## src/hdl/mf3_pkg.sv

```systemverilog
// Shared constants, types and sorting functions of the 3x3 median filter.
package mf3_pkg;

   localparam int MAX_WIDTH  = 1024;
   localparam int COL_W      = $clog2(MAX_WIDTH);
   localparam int WIDTH_W    = 11;
   localparam int HEIGHT_W   = 12;
   localparam int PEND_W     = $clog2(MAX_WIDTH + 2);
   localparam int PIX_W      = 8;
   localparam int CSR_W      = 12;
   localparam int CSR_IDX_W  = 1;
   localparam int FIFO_DEPTH = 8;
   localparam int FIFO_AW    = $clog2(FIFO_DEPTH);
   localparam int FIFO_CW    = $clog2(FIFO_DEPTH + 1);
   localparam int CREDIT_W   = FIFO_CW + 1;

   localparam logic [CSR_IDX_W-1:0] REG_IMAGE_WIDTH  = 1'b0;
   localparam logic [CSR_IDX_W-1:0] REG_IMAGE_HEIGHT = 1'b1;

   localparam logic [WIDTH_W-1:0]  RESET_WIDTH  = 11'd320;
   localparam logic [HEIGHT_W-1:0] RESET_HEIGHT = 12'd240;
   localparam logic [WIDTH_W-1:0]  MIN_WIDTH    = 11'd3;
   localparam logic [WIDTH_W-1:0]  MAX_WIDTH_V  = WIDTH_W'(MAX_WIDTH);
   localparam logic [HEIGHT_W-1:0] MIN_HEIGHT   = 12'd3;

   typedef logic [PIX_W-1:0] pixel_type;

   // [row][column], column 2 is the newest
   typedef logic [2:0][2:0][PIX_W-1:0] window_type;

   typedef struct packed {
      logic emit;
      logic interior;
      logic frame_end;
   } flags_type;

   typedef struct packed {
      logic             valid;
      flags_type        flags;
      logic [COL_W-1:0] addr;
      pixel_type        pixel;
   } push_type;

   typedef struct packed {
      logic      valid;
      logic      frame_end;
      pixel_type pixel;
   } result_type;

   typedef struct packed {
      pixel_type lo;
      pixel_type mid;
      pixel_type hi;
   } sort3_type;

   function automatic sort3_type sort3(pixel_type a, pixel_type b, pixel_type c);
      pixel_type x;
      pixel_type y;
      sort3_type s;
      x = (a < b) ? a : b;
      y = (a < b) ? b : a;
      s.lo  = (x < c) ? x : c;
      s.hi  = (y > c) ? y : c;
      s.mid = (x > ((y < c) ? y : c)) ? x : ((y < c) ? y : c);
      return s;
   endfunction

   function automatic pixel_type med3(pixel_type a, pixel_type b, pixel_type c);
      sort3_type s;
      s = sort3(a, b, c);
      return s.mid;
   endfunction

endpackage

```

## src/hdl/mf3_median.sv

```systemverilog
// Two-stage median-of-nine network with border pass-through.
module mf3_median (
   input  logic                 clock,
   input  logic                 reset,
   input  mf3_pkg::window_type  win,
   input  mf3_pkg::flags_type   win_flags,
   output logic                 s3_emit,
   output mf3_pkg::result_type  result
);
   import mf3_pkg::*;

   sort3_type row_ff [3];
   pixel_type centre_ff;
   flags_type flags_ff;

   pixel_type lo_max;
   pixel_type mid_med;
   pixel_type hi_min;
   pixel_type median;
   sort3_type lo_s;
   sort3_type hi_s;

   // sort each row; the median is med3 of the largest low, middle mid, smallest high
   always_ff @(posedge clock) begin
      for (int r = 0; r < 3; r++) begin
         row_ff[r] <= sort3(win[r][0], win[r][1], win[r][2]);
      end
      centre_ff <= win[1][1];
   end

   always_ff @(posedge clock) begin
      if (reset) begin
         flags_ff <= '0;
      end else begin
         flags_ff <= win_flags;
      end
   end

   always_comb begin
      lo_s    = sort3(row_ff[0].lo, row_ff[1].lo, row_ff[2].lo);
      hi_s    = sort3(row_ff[0].hi, row_ff[1].hi, row_ff[2].hi);
      lo_max  = lo_s.hi;
      hi_min  = hi_s.lo;
      mid_med = med3(row_ff[0].mid, row_ff[1].mid, row_ff[2].mid);
      median  = med3(lo_max, mid_med, hi_min);
   end

   assign s3_emit          = flags_ff.emit;
   assign result.valid     = flags_ff.emit;
   assign result.frame_end = flags_ff.frame_end;
   assign result.pixel     = flags_ff.interior ? median : centre_ff;

endmodule

```

## config.mk

```make
export PLATFORM = sky130hd
export DESIGN_NAME = mf3_median
export DESIGN_NICKNAME = d
export VERILOG_FILES = /design/src/hdl/mf3_pkg.sv /design/src/hdl/mf3_median.sv
export SDC_FILE = /design/constraint.sdc
export NUM_CORES = 1
export LEC_CHECK = 0
export BUFFER_PORTS_ARGS = -buffer_cell sky130_fd_sc_hd__clkbuf_2
export CAP_MARGIN = 40
export CORE_MARGIN = 2
export CORE_UTILIZATION = 50
export CTS_BUF_LIST = sky130_fd_sc_hd__clkbuf_4 sky130_fd_sc_hd__clkbuf_8
export DETAILED_ROUTE_END_ITERATION = 6
export PLACE_DENSITY = 0.69
export SLEW_MARGIN = 30
export SYNTH_ARGS = -nofsm -noshare
export SYNTH_HDL_FRONTEND = slang
export SYNTH_SLANG_ARGS = --single-unit
```

## constraint.sdc

```tcl
create_clock -name clock -period 31.7 [get_ports clock]
set_clock_uncertainty 0.2 [all_clocks]
set_input_delay 1.585 -clock clock [delete_from_list [all_inputs] [get_ports clock]]
set_output_delay 1.585 -clock clock [all_outputs]
set_load 0.03 [all_outputs]
```

Yosys cells after proc, flatten, opt, wreduce, memory -nomap -nowiden
Memory sizes are Yosys's and may differ from the RTL's.
Cells that the tools add are included.
{"block": "word_totals", "reg_bits": 11, "ramBits": 72, "elab_cells": 61, "n_memories": 1}
{"memory": "row_ff", "words": 3, "word_bits": 24, "rd": 3, "rd_ports_with_merged_regs": 0, "wr": 3, "line": "mf3_median.sv:12", "text": "sort3_type row_ff [3];"}
{"block": "op_classes", "order_cmp": 25, "n_mux": 31}
{"operator": "8-bit two-way mux", "n": 31}
{"operator": "8-bit less-than comparator", "n": 16}
{"operator": "8-bit > comparator", "n": 9}

Logic depth before layout (Yosys ltp)
{"block": "logic_depth", "ltp_word": 13, "mapped_depth": 63}

Worst setup path after synthesis
No wires, ideal clock.
{"block": "synth_timing", "kind": "flip-flop to output port", "start": "mem row_ff[0][34] (netlist bit)", "end": "out result[4] (netlist bit)", "t_arrival_ns": 11.322, "path_slack_ns": 18.593, "path_stages_with_launch": 59, "path_buffers": 7, "cell_sequence": "dfxtp_1 > clkbuf_1 > inv_1 > ha_1 > a2111o_1 > and3_4 > or2_1 > buf_2 > clkbuf_1 > o21ai_0 > ha_1 > a21oi_1 > o21ai_1 > or2_2 > a21oi_2 > nor2_1 > clkbuf_1 > nand2_1 > [... 23 more ...] > a21o_1 > a21oi_1 > o21a_1 > a21o_1 > o31ai_1 > a211oi_4 > mux2i_1 > ha_1 > nor2b_1 > o21a_1 > o21ai_0 > nand2b_1 > a21oi_1 > o21ai_0 > o31a_1 > nor2_1 > nand2b_1 > o211ai_1"}
{"item": "from (decl)", "line": "mf3_median.sv:12"}
{"item": "to (decl)", "line": "mf3_median.sv:8", "text": "output mf3_pkg::result_type result"}

==> impl_metrics.ini <==
[synth]
seq_area_frac_synth_pct = 19.2
synth_nets = 1320
yosys.area_share.adder_pct = 23.0
postSynthAreaPerCell_sq_um = 7.96
syn_inst = 1084
yosys-mux-area-fraction_pct = 13.5
ys_ff_latch = 83
synth_cell_types = 70
yosys_warnings = 0
synth_edf_count = 0
synth_flop_cell = dfxtp_1
ys_async_sr_fraction_pct = 0
synth_area_sq_um = 8630
synth_top_family_by_area = adder cells
synthXorXnorAreaFrac_pct = 0.304
yosys.area_share.simple_pct = 14.0
synth-compound-area-share_pct = 22.9

[floorplan]
die_w_microns = 135
ios = 88
num_rows = 48
start_util_pct = 50.4
core_sq_um = 17100
die-area_sq_um = 18300
dieHeight_microns = 135

[sta]
rsz0062_at_grt = false
fmax_mhz = 65.5
post-route-min-period_ns = 15.26
hold_viol = 0
tightest_slew_ns = 0.804
setup_violations = 0
relSlewSlack_pct = 46.4
drv_slew = 0
fin_tns_setup_ns = 0
hold_slack_ns = 1.16
period_share_pct = 48.2

[grt]
grt_start_max_net_pins = 24
grt.overflow.total = 0
gr-usage-all-layers_pct = 24.8
grt_pass1_vias = 7451
grt_pass1_wl_microns = 36000
antenna_found_initial = 1

[routing]
drt_wl_total_microns = 22100
drt_iter0_drc = 427
firstDrtPassIters = 5
wl_per_cell_microns = 15.8
vias = 7899
drc = 0
detail-route-antenna-nets = 0
viasPerCell = 5.65

[run]
drv_cap = 0

[finish]
layout-drive-gt1-share_pct = 15.7
num-nets-final = 1403
area_growth_pct = 10.3
diodes = 0

[clocking]
cts_root_buf = clkbuf_8
htree_levels = 3
path_clk_slew_ns = 0.08
post_cts_resized = 0
numCtsBuffers = 9
cts_tree = done
hold_buffers = 0
clockBufferDepth = 2
cts_setup_buffers = 0
clock-sinks = 83

[worst_setup_path]
critPathMaxStageDelay_ns = 0.66
endpoint_kind = primary output
crit_slowest_cell = a211oi_4
worst_path_dominant_cell_family = compound AO/OA/AOI/OAI gates
arrival_ns = 13.48
cp.buffers_inverters = 4
crit_required_ns = 29.92
critPathKind = reg2out
crit_path_max_fanout = 19
critPathLaunchType = register

[place]
dp_hpwl_microns = 18700
io_buffers = 87
place_congestion = 0.932

[status]
status = finished clean

[min_path]
min_path_type = in2reg
-- synthesized netlist by cell type (3+ instances only) --
cell | instances | area share [%]
clkbuf_1 | 20 | 0.87
nand4_1 | 14 | 1.0
nand2b_1 | 20 | 1.4
buf_4 | 3 | 0.26
nand2_1 | 114 | 5.0
a221o_1 | 3 | 0.35
nor2_1 | 37 | 1.6
o21ai_0 | 123 | 7.1
o21ai_1 | 9 | 0.52
nor3_1 | 8 | 0.46
nand3_1 | 24 | 1.4
nor4_1 | 4 | 0.29
buf_1 | 3 | 0.13
and2_1 | 3 | 0.22
o31a_1 | 3 | 0.30
ha_1 | 159 | 23
or2_2 | 4 | 0.29
o211ai_1 | 8 | 0.70
and3_1 | 4 | 0.29
o21a_1 | 14 | 1.2
nor2b_1 | 19 | 1.4
a21oi_1 | 68 | 3.9
inv_1 | 124 | 5.4
a211o_1 | 3 | 0.30
dfxtp_1 | 83 | 19
mux2_2 | 46 | 6.0
a22oi_1 | 6 | 0.52
a211oi_1 | 4 | 0.35
o31ai_1 | 4 | 0.35
a21o_1 | 42 | 3.7
mux2i_1 | 62 | 7.2
-- per-stage QoR --
stage	cells	util [%]	setup slack, ns	area, sq um
4_1_cts	1394	55.4	16.28	9480
5_1_grt	1397	55.6	15.28	9520
2_1_floorplan	1084	-	18.59	8630
3_5_place_dp	1378	54.3	16.70	9300
6_report	1397	55.6	16.44	9520
3_3_place_gp	1372	54.1	16.96	9260
-- final timing paths --
check          start      endpoint  cells past startpoint
max    row_ff[0][34]     result[4]                     54
min          win[34]  centre_ff[2]                      1
-- flip-flops by register name, indices dropped and copies added (netlist names) --
signal	cells
centre_ff	8
flags_ff	1
result	1
row_ff	72
s3_emit	1
-- cell type report --
cell class / count / area [sq um]
inverters: 125 / 469
clock inverters: 7 / 58.8
well taps: 225 / 282
fillers: 1605 / 7590
flip-flops and latches: 83 / 1660
repair buffers: 101 / 538
multi-input cells: 847 / 6390
clock buffers: 9 / 124
-- cell families (layout without fill, tap and decap cells) --
kind of cell | Yosys count | after routing
adder cells (fa/ha/maj) | 159 | 159
AND/OR/NAND/NOR | 258 | 258
buffers and inverters | 154 | 242
XOR/XNOR | 3 | 3
multiplexers | 110 | 110
flip-flops | 83 | 83
AO/OA/AOI/OAI | 317 | 317
-- per-layer routing --
layer	track usage, %	vias to the layer above	wire (microns)
met5	0	-	12
met2	43.0	177	10500
met1	32.1	3642	10300
li1	-	4045	-
met3	4.00	33	907
met4	6.13	2	391
-- layout by cell type (no fill, tap or decap), types with 14 or more instances in the layout --
cell type	n
dfxtp_1	83
clkbuf_2	87
o21a_1	14
a21o_1	42
nand4_1	14
a21oi_1	68
mux2_2	46
o21ai_0	123
nor2b_1	19
nand2b_1	20
nand2_1	114
nor2_1	36
mux2i_1	62
ha_1	159
inv_1	124
nand3_1	24
Power is not shown: default switching activity piles up to over one toggle a cycle in this logic, so the estimate is an artifact.
