<file path="config.mk">
export PLATFORM = sky130hd
export DESIGN_NAME = mf3_out_fifo
export DESIGN_NICKNAME = d
export VERILOG_FILES = /design/src/hdl/mf3_pkg.sv /design/src/hdl/mf3_out_fifo.sv
export SDC_FILE = /design/constraint.sdc
export NUM_CORES = 1
export LEC_CHECK = 0
export BUFFER_PORTS_ARGS = -buffer_cell sky130_fd_sc_hd__buf_2
export CAP_MARGIN = 20
export CORE_MARGIN = 2
export CORE_UTILIZATION = 53
export CTS_CLUSTER_SIZE = 10
export DETAILED_ROUTE_END_ITERATION = 6
export PLACE_DENSITY = 0.83
export SLEW_MARGIN = 20
export SYNTH_ARGS = -nofsm -noshare
export SYNTH_HDL_FRONTEND = slang
export SYNTH_SLANG_ARGS = --single-unit
</file>
<file path="constraint.sdc">
create_clock -name clock -period 2.35 [get_ports clock]
set_input_delay 0.235 -clock clock [delete_from_list [all_inputs] [get_ports clock]]
set_output_delay 0.235 -clock clock [all_outputs]
set_load 0.02 [all_outputs]
</file>
<file path="src/hdl/mf3_pkg.sv">
// Shared constants, types and sorting functions of the 3x3 median filter.
package mf3_pkg;

   localparam int MAX_WIDTH  = 1024;
   localparam int COL_W      = $clog2(MAX_WIDTH);
   localparam int WIDTH_W    = 11;
   localparam int HEIGHT_W   = 12;
   localparam int PEND_W     = $clog2(MAX_WIDTH + 2);
   localparam int PIX_W      = 8;
   localparam int CSR_W      = 12;
   localparam int CSR_IDX_W  = 1;
   localparam int FIFO_DEPTH = 8;
   localparam int FIFO_AW    = $clog2(FIFO_DEPTH);
   localparam int FIFO_CW    = $clog2(FIFO_DEPTH + 1);
   localparam int CREDIT_W   = FIFO_CW + 1;

   localparam logic [CSR_IDX_W-1:0] REG_IMAGE_WIDTH  = 1'b0;
   localparam logic [CSR_IDX_W-1:0] REG_IMAGE_HEIGHT = 1'b1;

   localparam logic [WIDTH_W-1:0]  RESET_WIDTH  = 11'd320;
   localparam logic [HEIGHT_W-1:0] RESET_HEIGHT = 12'd240;
   localparam logic [WIDTH_W-1:0]  MIN_WIDTH    = 11'd3;
   localparam logic [WIDTH_W-1:0]  MAX_WIDTH_V  = WIDTH_W'(MAX_WIDTH);
   localparam logic [HEIGHT_W-1:0] MIN_HEIGHT   = 12'd3;

   typedef logic [PIX_W-1:0] pixel_type;

   // [row][column], column 2 is the newest
   typedef logic [2:0][2:0][PIX_W-1:0] window_type;

   typedef struct packed {
      logic emit;
      logic interior;
      logic frame_end;
   } flags_type;

   typedef struct packed {
      logic             valid;
      flags_type        flags;
      logic [COL_W-1:0] addr;
      pixel_type        pixel;
   } push_type;

   typedef struct packed {
      logic      valid;
      logic      frame_end;
      pixel_type pixel;
   } result_type;

   typedef struct packed {
      pixel_type lo;
      pixel_type mid;
      pixel_type hi;
   } sort3_type;

   function automatic sort3_type sort3(pixel_type a, pixel_type b, pixel_type c);
      pixel_type x;
      pixel_type y;
      sort3_type s;
      x = (a < b) ? a : b;
      y = (a < b) ? b : a;
      s.lo  = (x < c) ? x : c;
      s.hi  = (y > c) ? y : c;
      s.mid = (x > ((y < c) ? y : c)) ? x : ((y < c) ? y : c);
      return s;
   endfunction

   function automatic pixel_type med3(pixel_type a, pixel_type b, pixel_type c);
      sort3_type s;
      s = sort3(a, b, c);
      return s.mid;
   endfunction

endpackage

</file>
<file path="src/hdl/mf3_out_fifo.sv">
// Result queue in front of the output channel.
module mf3_out_fifo (
   input  logic                           clock,
   input  logic                           reset,
   input  mf3_pkg::result_type            result,
   input  logic                           rsp_tready,
   output logic                           rsp_tvalid,
   output logic [mf3_pkg::PIX_W-1:0]      rsp_tdata,
   output logic                           rsp_tlast,
   output logic [mf3_pkg::FIFO_CW-1:0]    count
);
   import mf3_pkg::*;

   typedef struct packed {
      logic      frame_end;
      pixel_type pixel;
   } entry_type;

   entry_type            slot_ff [FIFO_DEPTH];
   logic [FIFO_AW-1:0]   head_ff, head_in;
   logic [FIFO_AW-1:0]   tail_ff, tail_in;
   logic [FIFO_CW-1:0]   count_ff, count_in;
   logic                 pop;

   assign pop = rsp_tvalid & rsp_tready;

   always_comb begin
      head_in  = pop ? head_ff + FIFO_AW'(1) : head_ff;
      tail_in  = result.valid ? tail_ff + FIFO_AW'(1) : tail_ff;
      count_in = count_ff;
      if (result.valid && !pop) begin
         count_in = count_ff + FIFO_CW'(1);
      end else if (!result.valid && pop) begin
         count_in = count_ff - FIFO_CW'(1);
      end
   end

   always_ff @(posedge clock) begin
      if (result.valid) begin
         slot_ff[tail_ff] <= '{frame_end: result.frame_end, pixel: result.pixel};
      end
   end

   always_ff @(posedge clock) begin
      if (reset) begin
         head_ff  <= '0;
         tail_ff  <= '0;
         count_ff <= '0;
      end else begin
         head_ff  <= head_in;
         tail_ff  <= tail_in;
         count_ff <= count_in;
      end
   end

   assign rsp_tvalid = (count_ff != '0);
   assign rsp_tdata  = slot_ff[head_ff].pixel;
   assign rsp_tlast  = slot_ff[head_ff].frame_end;
   assign count      = count_ff;

endmodule

</file>
Word-level counts from Yosys, hierarchy flattened. Memory sizes are Yosys's and may differ from the RTL's. A register that Yosys moved wholly into a read port is not among the register bits. Index checks and enable logic that the tools add are counted.

Register bits: 10. Output and inout port bits: 14. Memories kept: 1. RAM bits: 72. Input port bits: 13.

Bitwise gates (word level): 1. Multiplexer cells: 6. $add $sub $neg: 4. Reduce and logical (&&, ||, !) cells: 6.

Memory list: slot_ff (words 8, bits a word 9, read ports 1, clocked after Yosys merged registers in 1, wr ports 1, line mf3_out_fifo.sv:19) `entry_type slot_ff [FIFO_DEPTH];`.

Operators by type and width (count): 4-bit 2-to-1 mux (2); 3-bit by 1-bit adder with 3-bit output (second input constant) (2); 3-bit 2-to-1 mux (2); 4-bit by 1-bit adder with 4-bit output (second input constant) (1); 4-bit nonzero test (1); 4-bit by 1-bit subtractor with 4-bit output (second input constant) (1); 1-bit logical AND (2); 1-bit zero test (2); 1-bit 2-to-1 mux (2); 2-bit nonzero test (1); 1-bit bitwise AND (1).

Longest topological paths before layout. Gate-level depths: netlist of the first run.

Word-level depth: 5. Mapped depth: 9.

Worst setup path after synthesis of the first run. OpenSTA, ideal clock, no wires.

Path kind: reg-to-reg. From: register count_ff[1], in the netlist count[1]. To: register count_ff[3], in the netlist count[3]. Buffers on the path: 0. Path slack: -0.355 ns. Library setup time: 0.121 ns. Arrival time: 2.584 ns. Stages on the path, launching flop included: 10. Required time: 2.229 ns. Cell sequence: dfxtp_1 > or4_1 > nand2_1 > ha_1 > inv_1 > ha_1 > a21oi_1 > a211oi_1 > a31oi_1 > mux2_2.

Word-level cells in the longest chain between the ends: 5. Elaborated cells on any way between the ends: 10. Those cells by class: add/sub: 2; mux: 2; bitwise: 1; reduce/logical: 5.

Ends and longest elaborated chain: start, declared (line mf3_out_fifo.sv:22) `logic [FIFO_CW-1:0] count_ff, count_in;`; start signal, assigned (line mf3_out_fifo.sv:52) `count_ff <= count_in;`; 4-bit nonzero test (*) (line mf3_out_fifo.sv:56) `assign rsp_tvalid = (count_ff != '0);`; via rsp_tvalid (line mf3_out_fifo.sv:7) `output logic rsp_tvalid,`; 1-bit bitwise AND (*) (line mf3_out_fifo.sv:25) `assign pop = rsp_tvalid & rsp_tready;`; 1-bit zero test (line mf3_out_fifo.sv:31) `if (result.valid && !pop) begin`; 1-bit logical AND (line mf3_out_fifo.sv:31); 4-bit 2-to-1 mux or 2-bit nonzero test (tied branches).

The timed path passes the listed nets; every way through them passes the cells marked *. The select of a mux whose other input is x is not followed. A chain may end at the register's enable or synchronous reset.

Worst setup path after layout of the first run.
From: register count_ff[0], in the netlist count[0]. To: register count_ff[3], in the netlist count[3].

Word-level cells in the longest chain between the ends: 5. Elaborated cells on any way between the ends: 10. Those cells by class: add/sub: 2; mux: 2; bitwise: 1; reduce/logical: 5.

Ends and longest elaborated chain: branches (longest 5 deep; another with 4-bit by 1-bit subtractor with 4-bit output).

Parallel ways; which one is timed is not known. The select of a mux whose other input is x is not followed.

==> impl_metrics.toml, run 1 <==
[status]
outcome = "finished, final reports clean"

[clock_tree]
clock_latency_ns = 0.34
cts.htree.levels = 3
cts_sinks = 85
clk_pin_slew_worst_paths_ns = 0.08
cts_buffers = 9
cts_root_buf = "clkbuf_8"
cts_max_path_buffers = 2
cts_tree = "yes"

[yosys]
syn_area_sq_um = 3390
yosys_warnings = 0
synth_cells = 173
syn_nets = 192
synth-seq-cells = 85
avgSynthCellArea_sq_um = 19.6
synth_cell_types = 25
synth_seq_area_share_pct = 71.5

[placement]
numPortBuffers = 26
detailed_place_hpwl_um = 3510
gp_congestion = 0.694
place_area_sq_um = 3690
dp_cells = 282
place_ws_ns = -0.00219

[floorplan]
die_w_um = 84.0
io_pins = 27
die_h_um = 84.0
initial_core_util_pct = 54.0
row_count = 29
core_sq_um = 6280
die_area_sq_um = 7050

[timing]
worst_pin_slew_ns = 0.593
hold_viol_final = 0
fmax_mhz = 436
relSlewSlack_pct = 60.2
finClkSkew_ns = 0.00377
setup_ws_ns = 0.0583
finalSetupViolations = 0
fin_crit_ns = 2.29
finalCritPeriodShare_pct = 97.5
slew_viol_final = 0
hold_ws_ns = 0.160

[routing]
vias = 1665
drt_iter0_drc = 132
ant_nets = 0
routed_via_density = 5.59
drt-total-wl_um = 5680
route.detailed.drc = 0
dr.pass1.iters = 4
wl_per_cell_um = 19.1

[power]
p_clk_share_pct = 25.8
internal-power_mw = 2.76
power.leakage_nw = 1.38
power_density_nw_per_um2 = 991
p_seq_share_pct = 45.5
net-switching-power_mw = 1.11
comb_power_share_pct = 28.7
swShare_pct = 28.7
peakVddDrop_uv = 852

[grt]
overflow = 0
grt_max_degree = 19
grt_pass1_wl_um = 8720
grt_util_all_layers_pct = 17.6
antenna_found_initial = 0
grt_pass1_vias = 1644

[layout]
final_cell_mix = "edfxtp_1, buf_2, mux4_1"
syn2layout_area_growth_pct = 15.4
final_cell_count_no_fill = 298
fin_area_sq_um = 3910
final_util_pct = 62.3
antennaDiodeCount = 0
drive_gt1_share_pct = 33.9
final_common_cell = "edfxtp_1"
fin_nets = 235

[setup_path]
worstPathRequired_ns = 2.58
cp_max_fo = 4
crit_arrival_ns = 2.53
cp-end-kind = "register"
start_kind = "register"
path_class = "reg2reg"

[flow_run]
drv_cap = 0

[hold_path]
min_path_type = "in2reg"
## cells by family (layout without fill, tap and decap cells)
family	count (synthesis)	after routing	synth area share, %
adders and majority gates	6	6	2.44
xor gates and xnor gates	5	5	1.29
buffers and inverters	8	56	1.62
DFF	85	85	71.5
AOI/OAI and AO/OA	6	6	0.997
muxes	30	30	17.9
and+or+nand+nor	33	33	4.32
## cells in the mapped netlist
cell,number,share of area (%)
a211oi_1,1,0.22
a21oi_1,4,0.59
a31oi_1,1,0.18
buf_1,1,0.11
buf_12,1,0.59
buf_2,1,0.15
buf_6,1,0.33
clkbuf_1,3,0.33
dfxtp_1,13,7.7
edfxtp_1,72,64
fa_1,1,0.59
ha_1,5,1.8
inv_1,1,0.11
mux2_2,10,3.3
mux2i_1,2,0.59
mux4_1,18,14
nand2_1,5,0.55
nand2b_1,4,0.74
nand3_1,3,0.44
nor2_1,17,1.9
nor2b_1,1,0.18
nor3_1,2,0.30
or4_1,1,0.22
xnor2_1,1,0.26
xor2_1,4,1.0
## power groups by stage
| stage | logic [mW] | clock network [mW] | registers [mW] |
|---|---|---|---|
| global placement | 1.06 | 0 | 1.79 |
| floorplan | 0.780 | 0 | 1.85 |
| detailed placement | 1.08 | 0 | 1.80 |
| finish | 1.11 | 0.999 | 1.77 |
| global route | 1.21 | 1.09 | 1.78 |
| CTS | 1.09 | 1.03 | 1.77 |
## metal layers
layer / global-route usage, % / share of wire (%) / up-vias
li1: - / - / 785
met1: 21.6 / 43 / 843
met2: 28.7 / 52 / 29
met3: 6.13 / 3.8 / 8
met4: 7.04 / 1.4 / 0
met5: 0 / 0 / -
## path summary, 6_finish.rpt
path / from / endpoint / slack [ns] / cells after the start
worst max-delay path: count[0] / count[3] / 0.06 / 9
worst min-delay path: result[4] / slot_ff[7][4] / 0.16 / 1
worst max register to register: count[0] / count[3] / 0.06 / 9
worst min register to register: head_ff[1] / head_ff[1] / 0.49 / 2
## layout make-up
class | count | area, sq um
clock buffer | 9 | 124
multi-input combinational | 80 | 957
fill | 454 | 2360
tap | 77 | 96.3
inverter | 1 | 3.75
clock inverter | 7 | 73.8
sequential | 85 | 2430
timing repair buffer | 39 | 231
## registers in the layout, summed over array words and instances (netlist names), named ones only
| signal | cells |
|---|---|
| head_ff | 3 |
| slot_ff | 72 |
| tail_ff | 3 |
| count | 4 |
## critical path, stage by stage, from the launching register on
cell      delay [ns]
dfxtp_2         0.32
or4_4           0.57
nand2_4         0.10
ha_4            0.13
inv_2           0.06
ha_4            0.23
a21oi_2         0.17
a211oi_1        0.09
a31oi_1         0.16
mux2_2          0.35
## repair_timing
action	in CTS	in global routing
buffers inserted	0	0
endpoints found under the setup margin	1	2
pin swaps	0	1
endpoints found under the hold margin	0	0
resized for setup	1	4
hold buffers	0	0
gates cloned	0	0
## per-stage QoR
stage | total power [mW] | setup TNS [ns]
6_report | 3.88 | 0
3_3_place_gp | 2.85 | 0
5_1_grt | 4.08 | -0.0358
3_5_place_dp | 2.88 | -0.00219
4_1_cts | 3.89 | 0
2_1_floorplan | 2.63 | 0
No activity file was read; power rests on OpenSTA's default activity.
==> run 2, diff against run 1 <==
Settings changed: RECOVER_POWER from default to 50.
==> run 2 against run 1 <==
  * Global-route usage is the same
  * Via count grew 0.72%
  * Sequential share of layout area grew 0.32 points
  * Maximum frequency is essentially flat
  * Non-clock buffer count is the same
  * Combinational power is essentially flat
==> impl_metrics.toml, run 2 (synthesis results as in run 1) <==
[clock_tree]
clk_pin_slew_worst_paths_ns = 0.08
clock_latency_ns = 0.34
cts_buffers = 9
cts.htree.levels = 3
cts_root_buf = "clkbuf_8"
postCtsSetupBuffers = 0
cts_max_path_buffers = 2
cts_sinks = 85
cts_tree = "yes"

[power]
peakVddDrop_uv = 854
p_seq_share_pct = 45.6
internal-power_mw = 2.76
net-switching-power_mw = 1.11
power.total_mw = 3.87
power.leakage_nw = 1.34
power_density_nw_per_um2 = 995
comb_power_share_pct = 28.6
p_clk_share_pct = 25.8
swShare_pct = 28.8

[layout]
antennaDiodeCount = 0
final_common_cell = "edfxtp_1"
fillCellCount = 464
largest_register = "slot_ff"
drive_gt1_share_pct = 28.5
final_cell_mix = "edfxtp_1, mux4_1, nor2_1"
fin_nets = 235
largest_register_ff_count = 72
syn2layout_area_growth_pct = 14.8

[floorplan]
core_sq_um = 6280
die_h_um = 84.0
die_area_sq_um = 7050
row_count = 29
initial_core_util_pct = 54.0
die_w_um = 84.0
io_pins = 27

[setup_path]
slowest_delay_ns = 0.57
cp-end-kind = "register"
worstPathRequired_ns = 2.58
start_kind = "register"
cp_max_fo = 4
rr_startpoint = "count[0]"
cp-startpoint = "count[0]"
slowest_stage = "or4_4"
crit_arrival_ns = 2.53
path_common_cell = "ha_4"
path_class = "reg2reg"
crit_chain = "or4_4 > nand2_4 > ha_4 > inv_2 > ha_4 > a21oi_2 > a211oi_1 > a31oi_1 > mux2_2"

[routing]
dr_wl_met3_um = 226
wl_per_cell_um = 19.1
drt-total-wl_um = 5690
wl_met1_um = 2450
dr.pass1.iters = 4
drt_iter0_drc = 132
vias = 1677
maxUsedRoutingLayer = "met4"
wl_met2_um = 2940
routed_via_density = 5.63
ant_nets = 0
route.detailed.drc = 0

[hold_path]
min_path_type = "in2reg"
min_from = "reset"

[placement]
detailed_place_hpwl_um = 3510
gp_congestion = 0.694
numPortBuffers = 26

[grt]
grt_util_all_layers_pct = 17.6
grt_pass1_vias = 1644
grt_max_degree = 19
antenna_found_initial = 0
overflow = 0
grt_pass1_wl_um = 8720

[timing]
finClkSkew_ns = 0.00439
worst_pin_slew_ns = 0.688
finalCritPeriodShare_pct = 97.6
hold_viol_final = 0
hold_ws_ns = 0.205
slew_viol_final = 0
fin_crit_ns = 2.29
fmax_mhz = 436
relSlewSlack_pct = 54.2
finalSetupViolations = 0

[flow_run]
drv_cap = 0

[status]
outcome = "finished, final reports clean"
## run 2: worst paths after layout
kind,to,slack (ns),depth (start not counted)
worst max-delay path,count[3],0.06,9
worst min-delay path,count[1],0.21,2
worst max register to register,count[3],0.06,9
worst min register to register,head_ff[1],0.49,2
## run 2: power by group through the flow
stage / logic, mW / registers (mW) / clock network [mW]
after floorplan: 0.780 / 1.85 / 0
after global placement: 1.06 / 1.79 / 0
after detailed placement: 1.08 / 1.80 / 0
after CTS: 1.09 / 1.77 / 1.03
after global routing: 1.20 / 1.78 / 1.09
final: 1.11 / 1.77 / 0.999
## run 2: stage by stage
step | setup WS (ns) | utilization [%] | setup TNS [ns] | instances | cell area (sq um)
2_1_floorplan | 0.000125 | - | 0 | 173 | 3420
5_1_grt | -0.0358 | 62.0 | -0.0358 | 298 | 3890
6_report | 0.0562 | 62.0 | 0 | 298 | 3890
3_5_place_dp | -0.00219 | 58.8 | -0.00219 | 282 | 3690
4_1_cts | 0.0101 | 62.0 | 0 | 298 | 3890
3_3_place_gp | 0.0409 | 58.8 | 0 | 282 | 3690
## run 2: cell type report
type	instances	area (sq um)	share of cell area, %
flip-flops and latches	85	2430	62.3
multi-input cells	80	957	24.6
repair buffers	39	211	5.43
clock buffers	9	124	3.18
well taps	77	96.3	2.48
clock inverters	7	73.8	1.90
inverters	1	3.75	0.0964
## run 2: what timing repair did
action                                  CTS  global route
endpoints found under the setup margin    1             2
pin swaps                                 0             1
gates resized for setup                   1             4
hold buffers                              0             0
## run 2: per-layer routing
layer / up-vias / GRT usage (%)
met5: - / 0
met4: 0 / 7.04
met3: 6 / 6.13
met2: 34 / 28.7
met1: 851 / 21.6
li1: 786 / -
## run 2: worst max-delay path, delay by kind of cell (launching register included)
family,cells,cell delay [ns]
simple gates,2,0.67
buf+inv,1,0.06
fa+ha+maj,2,0.36
compound gates,3,0.42
mux,1,0.35
flops,1,0.32
