File: src/hdl/mf3_pkg.sv
// Shared constants, types and sorting functions of the 3x3 median filter.
package mf3_pkg;

   localparam int MAX_WIDTH  = 1024;
   localparam int COL_W      = $clog2(MAX_WIDTH);
   localparam int WIDTH_W    = 11;
   localparam int HEIGHT_W   = 12;
   localparam int PEND_W     = $clog2(MAX_WIDTH + 2);
   localparam int PIX_W      = 8;
   localparam int CSR_W      = 12;
   localparam int CSR_IDX_W  = 1;
   localparam int FIFO_DEPTH = 8;
   localparam int FIFO_AW    = $clog2(FIFO_DEPTH);
   localparam int FIFO_CW    = $clog2(FIFO_DEPTH + 1);
   localparam int CREDIT_W   = FIFO_CW + 1;

   localparam logic [CSR_IDX_W-1:0] REG_IMAGE_WIDTH  = 1'b0;
   localparam logic [CSR_IDX_W-1:0] REG_IMAGE_HEIGHT = 1'b1;

   localparam logic [WIDTH_W-1:0]  RESET_WIDTH  = 11'd320;
   localparam logic [HEIGHT_W-1:0] RESET_HEIGHT = 12'd240;
   localparam logic [WIDTH_W-1:0]  MIN_WIDTH    = 11'd3;
   localparam logic [WIDTH_W-1:0]  MAX_WIDTH_V  = WIDTH_W'(MAX_WIDTH);
   localparam logic [HEIGHT_W-1:0] MIN_HEIGHT   = 12'd3;

   typedef logic [PIX_W-1:0] pixel_type;

   // [row][column], column 2 is the newest
   typedef logic [2:0][2:0][PIX_W-1:0] window_type;

   typedef struct packed {
      logic emit;
      logic interior;
      logic frame_end;
   } flags_type;

   typedef struct packed {
      logic             valid;
      flags_type        flags;
      logic [COL_W-1:0] addr;
      pixel_type        pixel;
   } push_type;

   typedef struct packed {
      logic      valid;
      logic      frame_end;
      pixel_type pixel;
   } result_type;

   typedef struct packed {
      pixel_type lo;
      pixel_type mid;
      pixel_type hi;
   } sort3_type;

   function automatic sort3_type sort3(pixel_type a, pixel_type b, pixel_type c);
      pixel_type x;
      pixel_type y;
      sort3_type s;
      x = (a < b) ? a : b;
      y = (a < b) ? b : a;
      s.lo  = (x < c) ? x : c;
      s.hi  = (y > c) ? y : c;
      s.mid = (x > ((y < c) ? y : c)) ? x : ((y < c) ? y : c);
      return s;
   endfunction

   function automatic pixel_type med3(pixel_type a, pixel_type b, pixel_type c);
      sort3_type s;
      s = sort3(a, b, c);
      return s.mid;
   endfunction

endpackage

File: src/hdl/mf3_ctrl.sv
// Position counters, frame restart and transfer decode of the median filter.
module mf3_ctrl (
   input  logic                           clock,
   input  logic                           reset,
   input  logic                           csr_we,
   input  logic [mf3_pkg::CSR_IDX_W-1:0]  csr_index,
   input  logic [mf3_pkg::CSR_W-1:0]      csr_wdata,
   input  logic                           req_tvalid,
   input  logic                           req_tready,
   input  logic [mf3_pkg::PIX_W-1:0]      req_tdata,
   input  logic                           req_tuser,
   output mf3_pkg::push_type              push
);
   import mf3_pkg::*;

   logic [WIDTH_W-1:0]  width_ff, width_in;
   logic [HEIGHT_W-1:0] height_ff, height_in;
   logic [COL_W-1:0]    in_col_ff, in_col_in;
   logic [HEIGHT_W-1:0] in_row_ff, in_row_in;
   logic [COL_W-1:0]    out_col_ff, out_col_in;
   logic [HEIGHT_W-1:0] out_row_ff, out_row_in;
   logic [PEND_W-1:0]   pending_ff, pending_in;

   logic                accept;
   logic                at_start;
   logic                pend_full;
   logic                flush_go;
   logic                drop;
   logic                emit;
   logic [WIDTH_W-1:0]  in_col_inc;
   logic [WIDTH_W-1:0]  out_col_inc;
   logic [HEIGHT_W-1:0] in_row_inc;
   logic [HEIGHT_W-1:0] out_row_inc;
   logic [COL_W-1:0]    flush_col;
   logic [COL_W-1:0]    out_col_adv;
   logic [HEIGHT_W-1:0] out_row_adv;
   logic [COL_W-1:0]    in_col_adv;
   logic [HEIGHT_W-1:0] in_row_adv;
   logic                interior;
   logic                frame_end;
   logic [WIDTH_W-1:0]  raw_width;
   logic [HEIGHT_W-1:0] raw_height;

   assign accept   = req_tvalid & req_tready;
   assign at_start = (in_row_ff == '0) && (in_col_ff == '0);
   assign pend_full = (pending_ff == PEND_W'(width_ff + WIDTH_W'(1)));
   assign flush_go = req_tuser & at_start & (pending_ff != '0);
   // a new frame that starts on a partly drained tail drops the rest
   assign drop     = ~req_tuser & at_start & (pending_ff != '0) & ~pend_full;
   assign emit     = req_tuser ? flush_go : pend_full;

   assign in_col_inc  = WIDTH_W'(in_col_ff) + WIDTH_W'(1);
   assign out_col_inc = WIDTH_W'(out_col_ff) + WIDTH_W'(1);
   assign in_row_inc  = in_row_ff + HEIGHT_W'(1);
   assign out_row_inc = out_row_ff + HEIGHT_W'(1);

   assign flush_col = (out_col_inc == width_ff) ? '0 : out_col_inc[COL_W-1:0];

   always_comb begin
      in_col_adv = in_col_inc[COL_W-1:0];
      in_row_adv = in_row_ff;
      if (in_col_inc >= width_ff) begin
         in_col_adv = '0;
         in_row_adv = (in_row_inc >= height_ff) ? '0 : in_row_inc;
      end
      out_col_adv = out_col_inc[COL_W-1:0];
      out_row_adv = out_row_ff;
      if (out_col_inc >= width_ff) begin
         out_col_adv = '0;
         out_row_adv = (out_row_inc >= height_ff) ? '0 : out_row_inc;
      end
   end

   assign interior = (out_row_ff != '0)
                   && ((HEIGHT_W + 1)'(out_row_ff) + (HEIGHT_W + 1)'(2)
                       <= (HEIGHT_W + 1)'(height_ff))
                   && (out_col_ff != '0)
                   && (out_col_inc + WIDTH_W'(1) <= width_ff);
   assign frame_end = (out_row_ff == height_ff - HEIGHT_W'(1))
                   && (out_col_inc == width_ff);

   assign raw_width  = csr_wdata[WIDTH_W-1:0];
   assign raw_height = csr_wdata[HEIGHT_W-1:0];

   always_comb begin
      width_in   = width_ff;
      height_in  = height_ff;
      in_col_in  = in_col_ff;
      in_row_in  = in_row_ff;
      out_col_in = out_col_ff;
      out_row_in = out_row_ff;
      pending_in = pending_ff;
      if (csr_we) begin
         case (csr_index)
            REG_IMAGE_WIDTH: begin
               if (raw_width < MIN_WIDTH) begin
                  width_in = MIN_WIDTH;
               end else if (raw_width > MAX_WIDTH_V) begin
                  width_in = MAX_WIDTH_V;
               end else begin
                  width_in = raw_width;
               end
            end
            REG_IMAGE_HEIGHT: begin
               height_in = (raw_height < MIN_HEIGHT) ? MIN_HEIGHT : raw_height;
            end
            default: begin
               width_in = width_ff;
            end
         endcase
         // restart the frame, drop pending results
         in_col_in  = '0;
         in_row_in  = '0;
         out_col_in = '0;
         out_row_in = '0;
         pending_in = '0;
      end else if (accept) begin
         if (req_tuser) begin
            if (flush_go) begin
               pending_in = pending_ff - PEND_W'(1);
               out_col_in = out_col_adv;
               out_row_in = out_row_adv;
            end
         end else begin
            in_col_in = in_col_adv;
            in_row_in = in_row_adv;
            if (drop) begin
               out_col_in = '0;
               out_row_in = '0;
               pending_in = PEND_W'(1);
            end else if (pend_full) begin
               out_col_in = out_col_adv;
               out_row_in = out_row_adv;
            end else begin
               pending_in = pending_ff + PEND_W'(1);
            end
         end
      end
   end

   always_ff @(posedge clock) begin
      if (reset) begin
         width_ff   <= RESET_WIDTH;
         height_ff  <= RESET_HEIGHT;
         in_col_ff  <= '0;
         in_row_ff  <= '0;
         out_col_ff <= '0;
         out_row_ff <= '0;
         pending_ff <= '0;
      end else begin
         width_ff   <= width_in;
         height_ff  <= height_in;
         in_col_ff  <= in_col_in;
         in_row_ff  <= in_row_in;
         out_col_ff <= out_col_in;
         out_row_ff <= out_row_in;
         pending_ff <= pending_in;
      end
   end

   always_comb begin
      push.valid           = accept & (~req_tuser | flush_go);
      push.flags.emit      = accept & emit;
      push.flags.interior  = interior;
      push.flags.frame_end = frame_end;
      push.addr            = req_tuser ? flush_col : in_col_ff;
      push.pixel           = req_tuser ? '0 : req_tdata;
   end

endmodule

File: config.mk
export PLATFORM = sky130hd
export DESIGN_NAME = mf3_ctrl
export DESIGN_NICKNAME = d
export VERILOG_FILES = /design/src/hdl/mf3_pkg.sv /design/src/hdl/mf3_ctrl.sv
export SDC_FILE = /design/constraint.sdc
export NUM_CORES = 1
export LEC_CHECK = 0
export ABC_CLOCK_PERIOD_IN_PS = 3500
export BUFFER_PORTS_ARGS = -buffer_cell sky130_fd_sc_hd__buf_2
export CAP_MARGIN = 20
export CORE_MARGIN = 2
export CORE_UTILIZATION = 56
export CTS_BUF_LIST = sky130_fd_sc_hd__clkbuf_16
export CTS_CLUSTER_DIAMETER = 60
export DETAILED_ROUTE_END_ITERATION = 8
export MAX_ROUTING_LAYER = met4
export PLACE_DENSITY = 0.78
export SETUP_SLACK_MARGIN = 0.1
export SYNTH_ARGS = -nofsm -noshare
export SYNTH_HDL_FRONTEND = slang
export SYNTH_SLANG_ARGS = --single-unit
File: constraint.sdc
create_clock -name clock -period 3.5 [get_ports clock]
set_clock_uncertainty 0.1 [all_clocks]
set_input_delay 0.525 -clock clock [delete_from_list [all_inputs] [get_ports clock]]
set_output_delay 0.525 -clock clock [all_outputs]
set_load 0.01 [all_outputs]
# Word level (Yosys, flattened, before mapping)
# Cells that the tools add are included.
# totals
output_inout_bits	22
regBits	78
in_bits	27
# classes
n_bitwise	12
n_lt_le_gt_ge	9
reduce_logical	18
add_sub_neg	10
muxes	24
eq_ne	5
# ops
operator	count
12-bit two-way mux	8
10-bit two-way mux	8
11-bit two-way mux	6
11-bit by 1-bit adder with 11-bit output, second input constant	3
12-bit by 1-bit adder with 12-bit output, second input constant	2
12-bit greater-or-equal comparator	2
10-bit by 1-bit adder with 11-bit output, second input constant	2
11-bit equality test	2
11-bit greater-or-equal comparator	2
12-bit by 2-bit adder with 13-bit output, second input constant	1
13-bit by 12-bit <= comparator with 1-bit output	1
12-bit equality test	1
12-bit logical NOT	1
12-bit by 2-bit < comparator with 1-bit output, second input constant	1
12-bit nonzero test	1
12-bit by 1-bit subtractor with 12-bit output, second input constant	1
11-bit greater-than comparator, second input constant	1
11-bit <= comparator	1
11-bit by 2-bit < comparator with 1-bit output, second input constant	1
11-bit nonzero test	1
11-bit by 1-bit subtractor with 11-bit output, second input constant	1
10-bit logical NOT	1
10-bit nonzero test	1
3-bit AND reduction	3
11 further kinds	26

# Longest topological paths before layout
# Gate-level depths: netlist (run 1).
# depth
ltp_word	7
depth_mapped	16
depth_no_buf	14

# Worst setup path before layout (run 1)
# Ideal clock, no wire load.
# synth_path
path_type	register -> output
start	register out_col_ff[0]
end	output push[19] (netlist name)
path_buffers	2
slack_ps	-170
arrival_ps	3045
required_ps	2875
stages_incl_launch_ff	14
path_cell_list	dfxtp_1 -> ha_1 -> nor2b_1 -> or2_2 -> clkbuf_1 -> and3_1 -> and3_1 -> and3_1 -> xor2_1 -> ha_1 -> a2111oi_0 -> o21ai_0 -> a211oi_1 -> buf_4
# synth_via
elab_chain_cells	4
word_cells_on_any_way	6
classes_between	add/sub (2); order compare (1); reduce/logical (3)
# synth_lines
item	line_no	rtl
start: declaration	mf3_ctrl.sv:20	logic [COL_W-1:0] out_col_ff, out_col_in;
start signal: assignment	mf3_ctrl.sv:155	out_col_ff <= out_col_in;
10-bit by 1-bit adder with 11-bit output	mf3_ctrl.sv:53	assign out_col_inc = WIDTH_W'(out_col_ff) + WIDTH_W'(1);
11-bit by 1-bit adder with 11-bit output	mf3_ctrl.sv:78	&& (out_col_inc + WIDTH_W'(1) <= width_ff);
11-bit <= comparator	mf3_ctrl.sv:78	
1-bit logical AND (*)	mf3_ctrl.sv:78	
end: declaration	mf3_ctrl.sv:12	output mf3_pkg::push_type push
# Mark *: on every way between the ends. The rest lies on a longest branch, timed or not.

==> flow_summary_export.csv, run 1 <==
group,metric,value,unit
finish,drive_above_1_share,0.243,
floorplan,die_h,118,um
power_and_ir_drop,seq_power_share,0.387,
floorplan,std_cell_rows,41,
global_route,grt_pass1_vias,6854,
drt,vias,7282,
timing,slew_headroom,0.437,
power_and_ir_drop,leakage,3.87,nW
power_and_ir_drop,p_clk_frac,0.454,
clock_network,cts.reportedPaths.clkPinSlew,60,ps
setup_path,start_kind,"register",
floorplan,core,12700,um^2
setup_path,worst-setup-path-type,"reg2out",
drt,wl_per_cell,18.5,um
drt,via_per_inst,6.13,
floorplan,start_util,0.576,
setup_path,required,2870,ps
finish,mostFrequentLayoutCells,"80 x nand2_1, 77 x buf_4, 76 x ha_1",
finish,final_common_cell,"nand2_1",
timing,tightest_slew,838,ps
clock_network,cts_tree,"done",
power_and_ir_drop,switchingPower,0.656,mW
global_route,grt_pass1_wl,34000,um
power_and_ir_drop,power.density,267,nW/um^2
finish,post-route-util,0.707,
synth,synthFlopType,"dfxtp_1",
floorplan,ios,49,
floorplan,die_area,14000,um^2
timing,layout_setup_ws,-307,ps
setup_path,cp_max_fo,6,
place,gp_congestion,0.998,
timing,finalSetupViolCount,11,
setup_path,critical_path.top_delay_family,"compound AO/OA/AOI/OAI gates",
drt,drtIter0Drc,555,
timing,clock.fmax,0.263,GHz
place,io_buffers,48,
synth,ys_types,85,
synth,synth_area,7290,um^2
drt,drt-pass1-iter-count,6,
setup_path,end_kind,"primary output",
finish,area_growth,22.9,%
synth,async_reset_ff_frac,0,
place,preCtsSetupSlack,-68.6,ps
clock_network,cts_made_buffers,9,
power_and_ir_drop,combPwrFrac,0.159,
synth,seq_area_frac_synth,0.214,
hold_path,hold_path_class,"in2reg",
setup_path,arrival,3180,ps
run_status,violations,"setup timing",
power_and_ir_drop,power.internal,1.74,mW
clock_network,cts_max_level,3,
floorplan,die_w,118,um
drt,wl,22000,um
synth,synth_warnings,0,
synth,syn_inst,916,
clock_network,clk_latency,360,ps
setup_path,max_stage_delay,380,ps
place,hpwl,15300,um
global_route,grt_usage,0.308,
power_and_ir_drop,swShare,0.274,
synth,syn_area_per_cell,7.96,um^2
clock_network,clk_path_buf_depth,2,
drt,drc_errors,0,
timing,min_period_over_period,1.09,
clock_network,cts-root-buf,"clkbuf_16",
setup_path,crit_buf_inv,4,
power_and_ir_drop,ir_worst_vdd,0.182,mV
global_route,grt_max_degree,41,
global_route,overflow,0,
setup_path,crit_top_cell,"and3_4",
timing,hold_ws,324,ps
clock_network,cts_sinks,78,
job,drv_cap,0,
finish,nNetsFinal,1121,
synth,synth_edf_count,0,
drt,final_antenna_net_count,0,
synth,ys_ff_latch,78,
timing,finalCriticalPeriod,3810,ps
timing,slew_violations,0,
setup_path,worst_path_max_delay_cell,"o32a_1",
timing,rsz0062_at_grt,"true",
global_route,antenna_found_initial,0,
run_status,outcome,"finished, violations left",
synth,synthesis.nets,1026,
setup_path,crit_chain,"buf_6 > buf_4 > and3_1 > xnor2_2 > inv_2 > and3_4 > and3_4 > a31o_2 > ha_4 > nand3_1 > o32a_1 > a211oi_2 > buf_2",
finish,antenna_cells,0,
timing,hold_violations,0,
[final cells by class]
cell class | count | area [um^2]
clock inverters | 7 | 105
repair buffers | 136 | 940
clock buffers | 9 | 225
flip-flops and latches | 78 | 1580
well taps | 172 | 215
fillers | 968 | 3710
inverters | 51 | 191
multi-input cells | 735 | 5700
[routing by layer]
metal / routed length, um / up-vias / GRT usage
met1: 9350 / 3425 / 0.375
li1: - / 3495 / -
met4: 792 / 0 / 0.139
met2: 10500 / 297 / 0.505
met5: 0 / - / -
met3: 1350 / 65 / 0.0436
[sequential cells by signal (all words and copies together), names as in the netlist]
register,cells
out_col_ff,10
out_row_ff,12
in_col_ff,10
height_ff,12
width_ff,11
pending_ff,11
in_row_ff,12
[per-stage QoR]
stage,std cells,total power [mW],setup TNS [ps],cell area (um^2)
6_report,1188,2.39,-829,8960
5_1_grt,1188,2.45,-1920,8960
4_1_cts,1176,2.37,-458,8640
3_5_place_dp,1149,1.29,-123,8020
3_3_place_gp,1149,1.29,-4.88,8020
2_1_floorplan,916,1.20,0,7380
[worst register-to-register path: stages (launching register included)]
cell and delay [ps]:
dfxtp_4 370, and3_4 200, and3_4 220, nand3_4 100, nor3_4 180, xor2_2 120, ha_1 310, nand4_1 90
or4_4 470, and3_2 260, nor3_1 210, nor4b_4 230, buf_6 180, a21boi_0 180, a21o_1 100
[power groups by stage]
| stage | clock [mW] | combinational [mW] | sequential, mW |
|---|---|---|---|
| after floorplan | 0 | 0.260 | 0.937 |
| after global placement | 0 | 0.345 | 0.945 |
| after detailed placement | 0 | 0.348 | 0.945 |
| after CTS | 1.08 | 0.361 | 0.925 |
| after global routing | 1.11 | 0.414 | 0.927 |
| final | 1.09 | 0.381 | 0.925 |
[timing repair]
item,4_1_cts,5_1_grt
setup buffers,11,10
hold buffers,0,0
pin swaps,27,18
setup endpoints to repair,25,38
gates resized for setup,49,46
gates cloned,0,2
[synthesized netlist by cell type (18+ instances only)]
master | number | share of area
o21ai_0 | 31 | 0.021
clkbuf_1 | 28 | 0.014
nor2_1 | 66 | 0.034
inv_1 | 51 | 0.026
nor4_1 | 18 | 0.015
xor2_1 | 32 | 0.038
dfxtp_1 | 78 | 0.21
ha_1 | 83 | 0.14
nor2b_1 | 24 | 0.021
nor3_1 | 23 | 0.016
nand2_1 | 82 | 0.042
nand3_1 | 53 | 0.036
a21oi_1 | 40 | 0.027
xnor2_1 | 55 | 0.066
[cells by family (layout without fill, tap and decap cells)]
group           Yosys count  count (layout)  share of synthesized area
mux                       6               6                    0.00841
xor+xnor                 89              89                      0.110
flops                    78              78                      0.214
simple gates            357             358                      0.259
fa+ha+maj                83              83                      0.142
compound gates          199             199                      0.197
buf+inv                 104             203                     0.0690
[final timing paths]
check	start	to	depth (start not counted)	slack (ps)
worst min register to register	in_col_ff[1]	in_col_ff[1]	2	400
worst max register to register	out_col_ff[2]	out_row_ff[4]	14	140
worst min-delay path	csr_wdata[11]	height_ff[11]	3	320
worst max-delay path	out_col_ff[1]	push[19]	13	-310
Note: power is estimated with default switching activity, not from simulation.
==> run 2: changes to the inputs <==
--- a/config.mk
+++ b/config.mk
@@ -5,6 +5,7 @@
 export SDC_FILE = /design/constraint.sdc
 export NUM_CORES = 1
 export LEC_CHECK = 0
+export ABC_AREA = 0
 export ABC_CLOCK_PERIOD_IN_PS = 3500
 export BUFFER_PORTS_ARGS = -buffer_cell sky130_fd_sc_hd__buf_2
 export CAP_MARGIN = 20
@@ -15,6 +16,7 @@
 export DETAILED_ROUTE_END_ITERATION = 8
 export MAX_ROUTING_LAYER = met4
 export PLACE_DENSITY = 0.78
+export RECOVER_POWER = 100
 export SETUP_SLACK_MARGIN = 0.1
 export SYNTH_ARGS = -nofsm -noshare
 export SYNTH_HDL_FRONTEND = slang
==> run 2 against run 1 <==
Compared with the run above:
- the run still ends with setup timing left
- die area unchanged
- combinational power about the same
- critical path depth unchanged
- critical path type unchanged
- largest power group unchanged
==> flow_summary_export.csv, run 2 (synthesis results as in run 1) <==
group,metric,value,unit
run_status,outcome,"finished, violations left",
run_status,violations,"setup timing",
global_route,grt_pass1_wl,34000,um
timing,slew_headroom,0.316,
drt,final_antenna_net_count,0,
global_route,grt_usage,0.308,
finish,nNetsFinal,1121,
timing,fin_setup_tns,-1150,ps
clock_network,cts_made_buffers,9,
setup_path,reg2reg_from,"out_col_ff[2]",
floorplan,std_cell_rows,41,
global_route,antenna_found_initial,0,
finish,drive_above_1_share,0.234,
setup_path,cp_max_fo,6,
hold_path,holdPathStages,3,
global_route,overflow,0,
clock_network,cts-root-buf,"clkbuf_16",
finish,fillers,973,
floorplan,die_h,118,um
drt,via_per_inst,6.09,
timing,layout_setup_ws,-321,ps
clock_network,clk_latency,360,ps
finish,reg_top3,"height_ff (12), in_row_ff (12), out_row_ff (12)",
drt,drtIter0Drc,567,
timing,hold_ws,327,ps
timing,tightest_slew,1030,ps
finish,antenna_cells,0,
floorplan,die_w,118,um
global_route,grt_max_degree,41,
clock_network,cts.reportedPaths.clkPinSlew,60,ps
power_and_ir_drop,leakage,3.84,nW
finish,post-route-util,0.706,
floorplan,die_area,14000,um^2
job,drv_cap,0,
timing,finalSetupViolCount,12,
floorplan,start_util,0.576,
clock_network,cts_sinks,78,
hold_path,hold_path_class,"in2reg",
finish,area_growth,22.7,%
drt,drc_errors,0,
global_route,grt_pass1_vias,6854,
drt,drt-pass1-iter-count,5,
finish,final_common_cell,"nand2_1",
timing,min_period_over_period,1.09,
floorplan,ios,49,
power_and_ir_drop,ir_worst_vdd,0.181,mV
clock_network,clk_path_buf_depth,2,
drt,wl,21900,um
timing,slew_violations,0,
setup_path,end_kind,"primary output",
finish,mostFrequentLayoutCells,"80 x nand2_1, 76 x ha_1, 76 x buf_4",
floorplan,core,12700,um^2
power_and_ir_drop,power.density,266,nW/um^2
clock_network,cts_hold_buf,0,
timing,hold_violations,0,
setup_path,r2r_cells,14,
timing,rsz0062_at_grt,"true",
drt,vias,7229,
place,hpwl,15300,um
drt,wl_per_cell,18.4,um
setup_path,required,2870,ps
timing,clock.fmax,0.262,GHz
setup_path,arrival,3200,ps
timing,finalCriticalPeriod,3820,ps
place,gp_congestion,0.998,
setup_path,cp-startpoint,"out_col_ff[1]",
hold_path,worstHoldStart,"csr_wdata[11]",
place,io_buffers,48,
setup_path,worst-setup-path-type,"reg2out",
clock_network,cts_tree,"done",
clock_network,cts_max_level,3,
setup_path,start_kind,"register",
run 2: cell types whose count changed in the layout (fill, tap and decap cells not counted):
cell	previous run	this run
clkbuf_2	0	1
buf_4	77	76
clkbuf_1	0	9
buf_2	49	40
and2_1	6	4
and2_0	0	2
run 2: what timing repair did:
item | CTS | global route
pin swaps | 27 | 18
gates resized for setup | 49 | 46
cloned | 0 | 2
buffers inserted | 11 | 10
endpoints found under the setup margin | 25 | 38
run 2: final cells by class:
type / instances / area (um^2) / area share
sequential: 78 / 1580 / 0.177
timing repair buffer: 136 / 926 / 0.103
clock buffer: 9 / 225 / 0.0252
clock inverter: 7 / 105 / 0.0117
inverter: 51 / 191 / 0.0214
multi-input combinational: 735 / 5700 / 0.637
tap: 172 / 215 / 0.0240
run 2: path summary, 6_finish.rpt:
path | endpoint | slack (ps)
hold / removal | height_ff[11] | 330
setup / recovery | push[19] | -320
setup reg to reg | out_row_ff[4] | 140
hold reg to reg | in_col_ff[1] | 400
run 2: where the power goes:
group / leakage [nW] / internal (mW) / switching, mW
clock network: 0.167 / 0.687 / 0.393
registers: 0.638 / 0.902 / 0.0235
logic: 3.03 / 0.147 / 0.232
run 2: metal layers:
metal	GRT usage	wire [um]	part of all wire	vias to the layer above
met5	-	0	0	-
met4	0.139	747	0.034	0
met3	0.0436	1270	0.058	67
met2	0.505	10500	0.48	291
met1	0.375	9340	0.43	3382
li1	-	-	-	3489
run 2: per-stage QoR:
step           cells  power [mW]  area [um^2]  setup WS (ps)
6_report        1188        2.38         8950           -321
5_1_grt         1188        2.45         8950           -426
4_1_cts         1176        2.37         8640           -252
3_5_place_dp    1149        1.29         8020          -68.6
3_3_place_gp    1149        1.29         8020          -2.78
2_1_floorplan    916        1.20         7380           47.0
run 2: worst max-delay path: stages, from the launching register on:
cell      delay (ps)
dfxtp_2          340
buf_6            130
buf_4            130
and3_1           190
xnor2_2          190
inv_2             90
and3_4           180
and3_4           150
a31o_2           250
ha_4             270
nand3_1           80
o32a_1           380
a211oi_2         280
buf_2            180
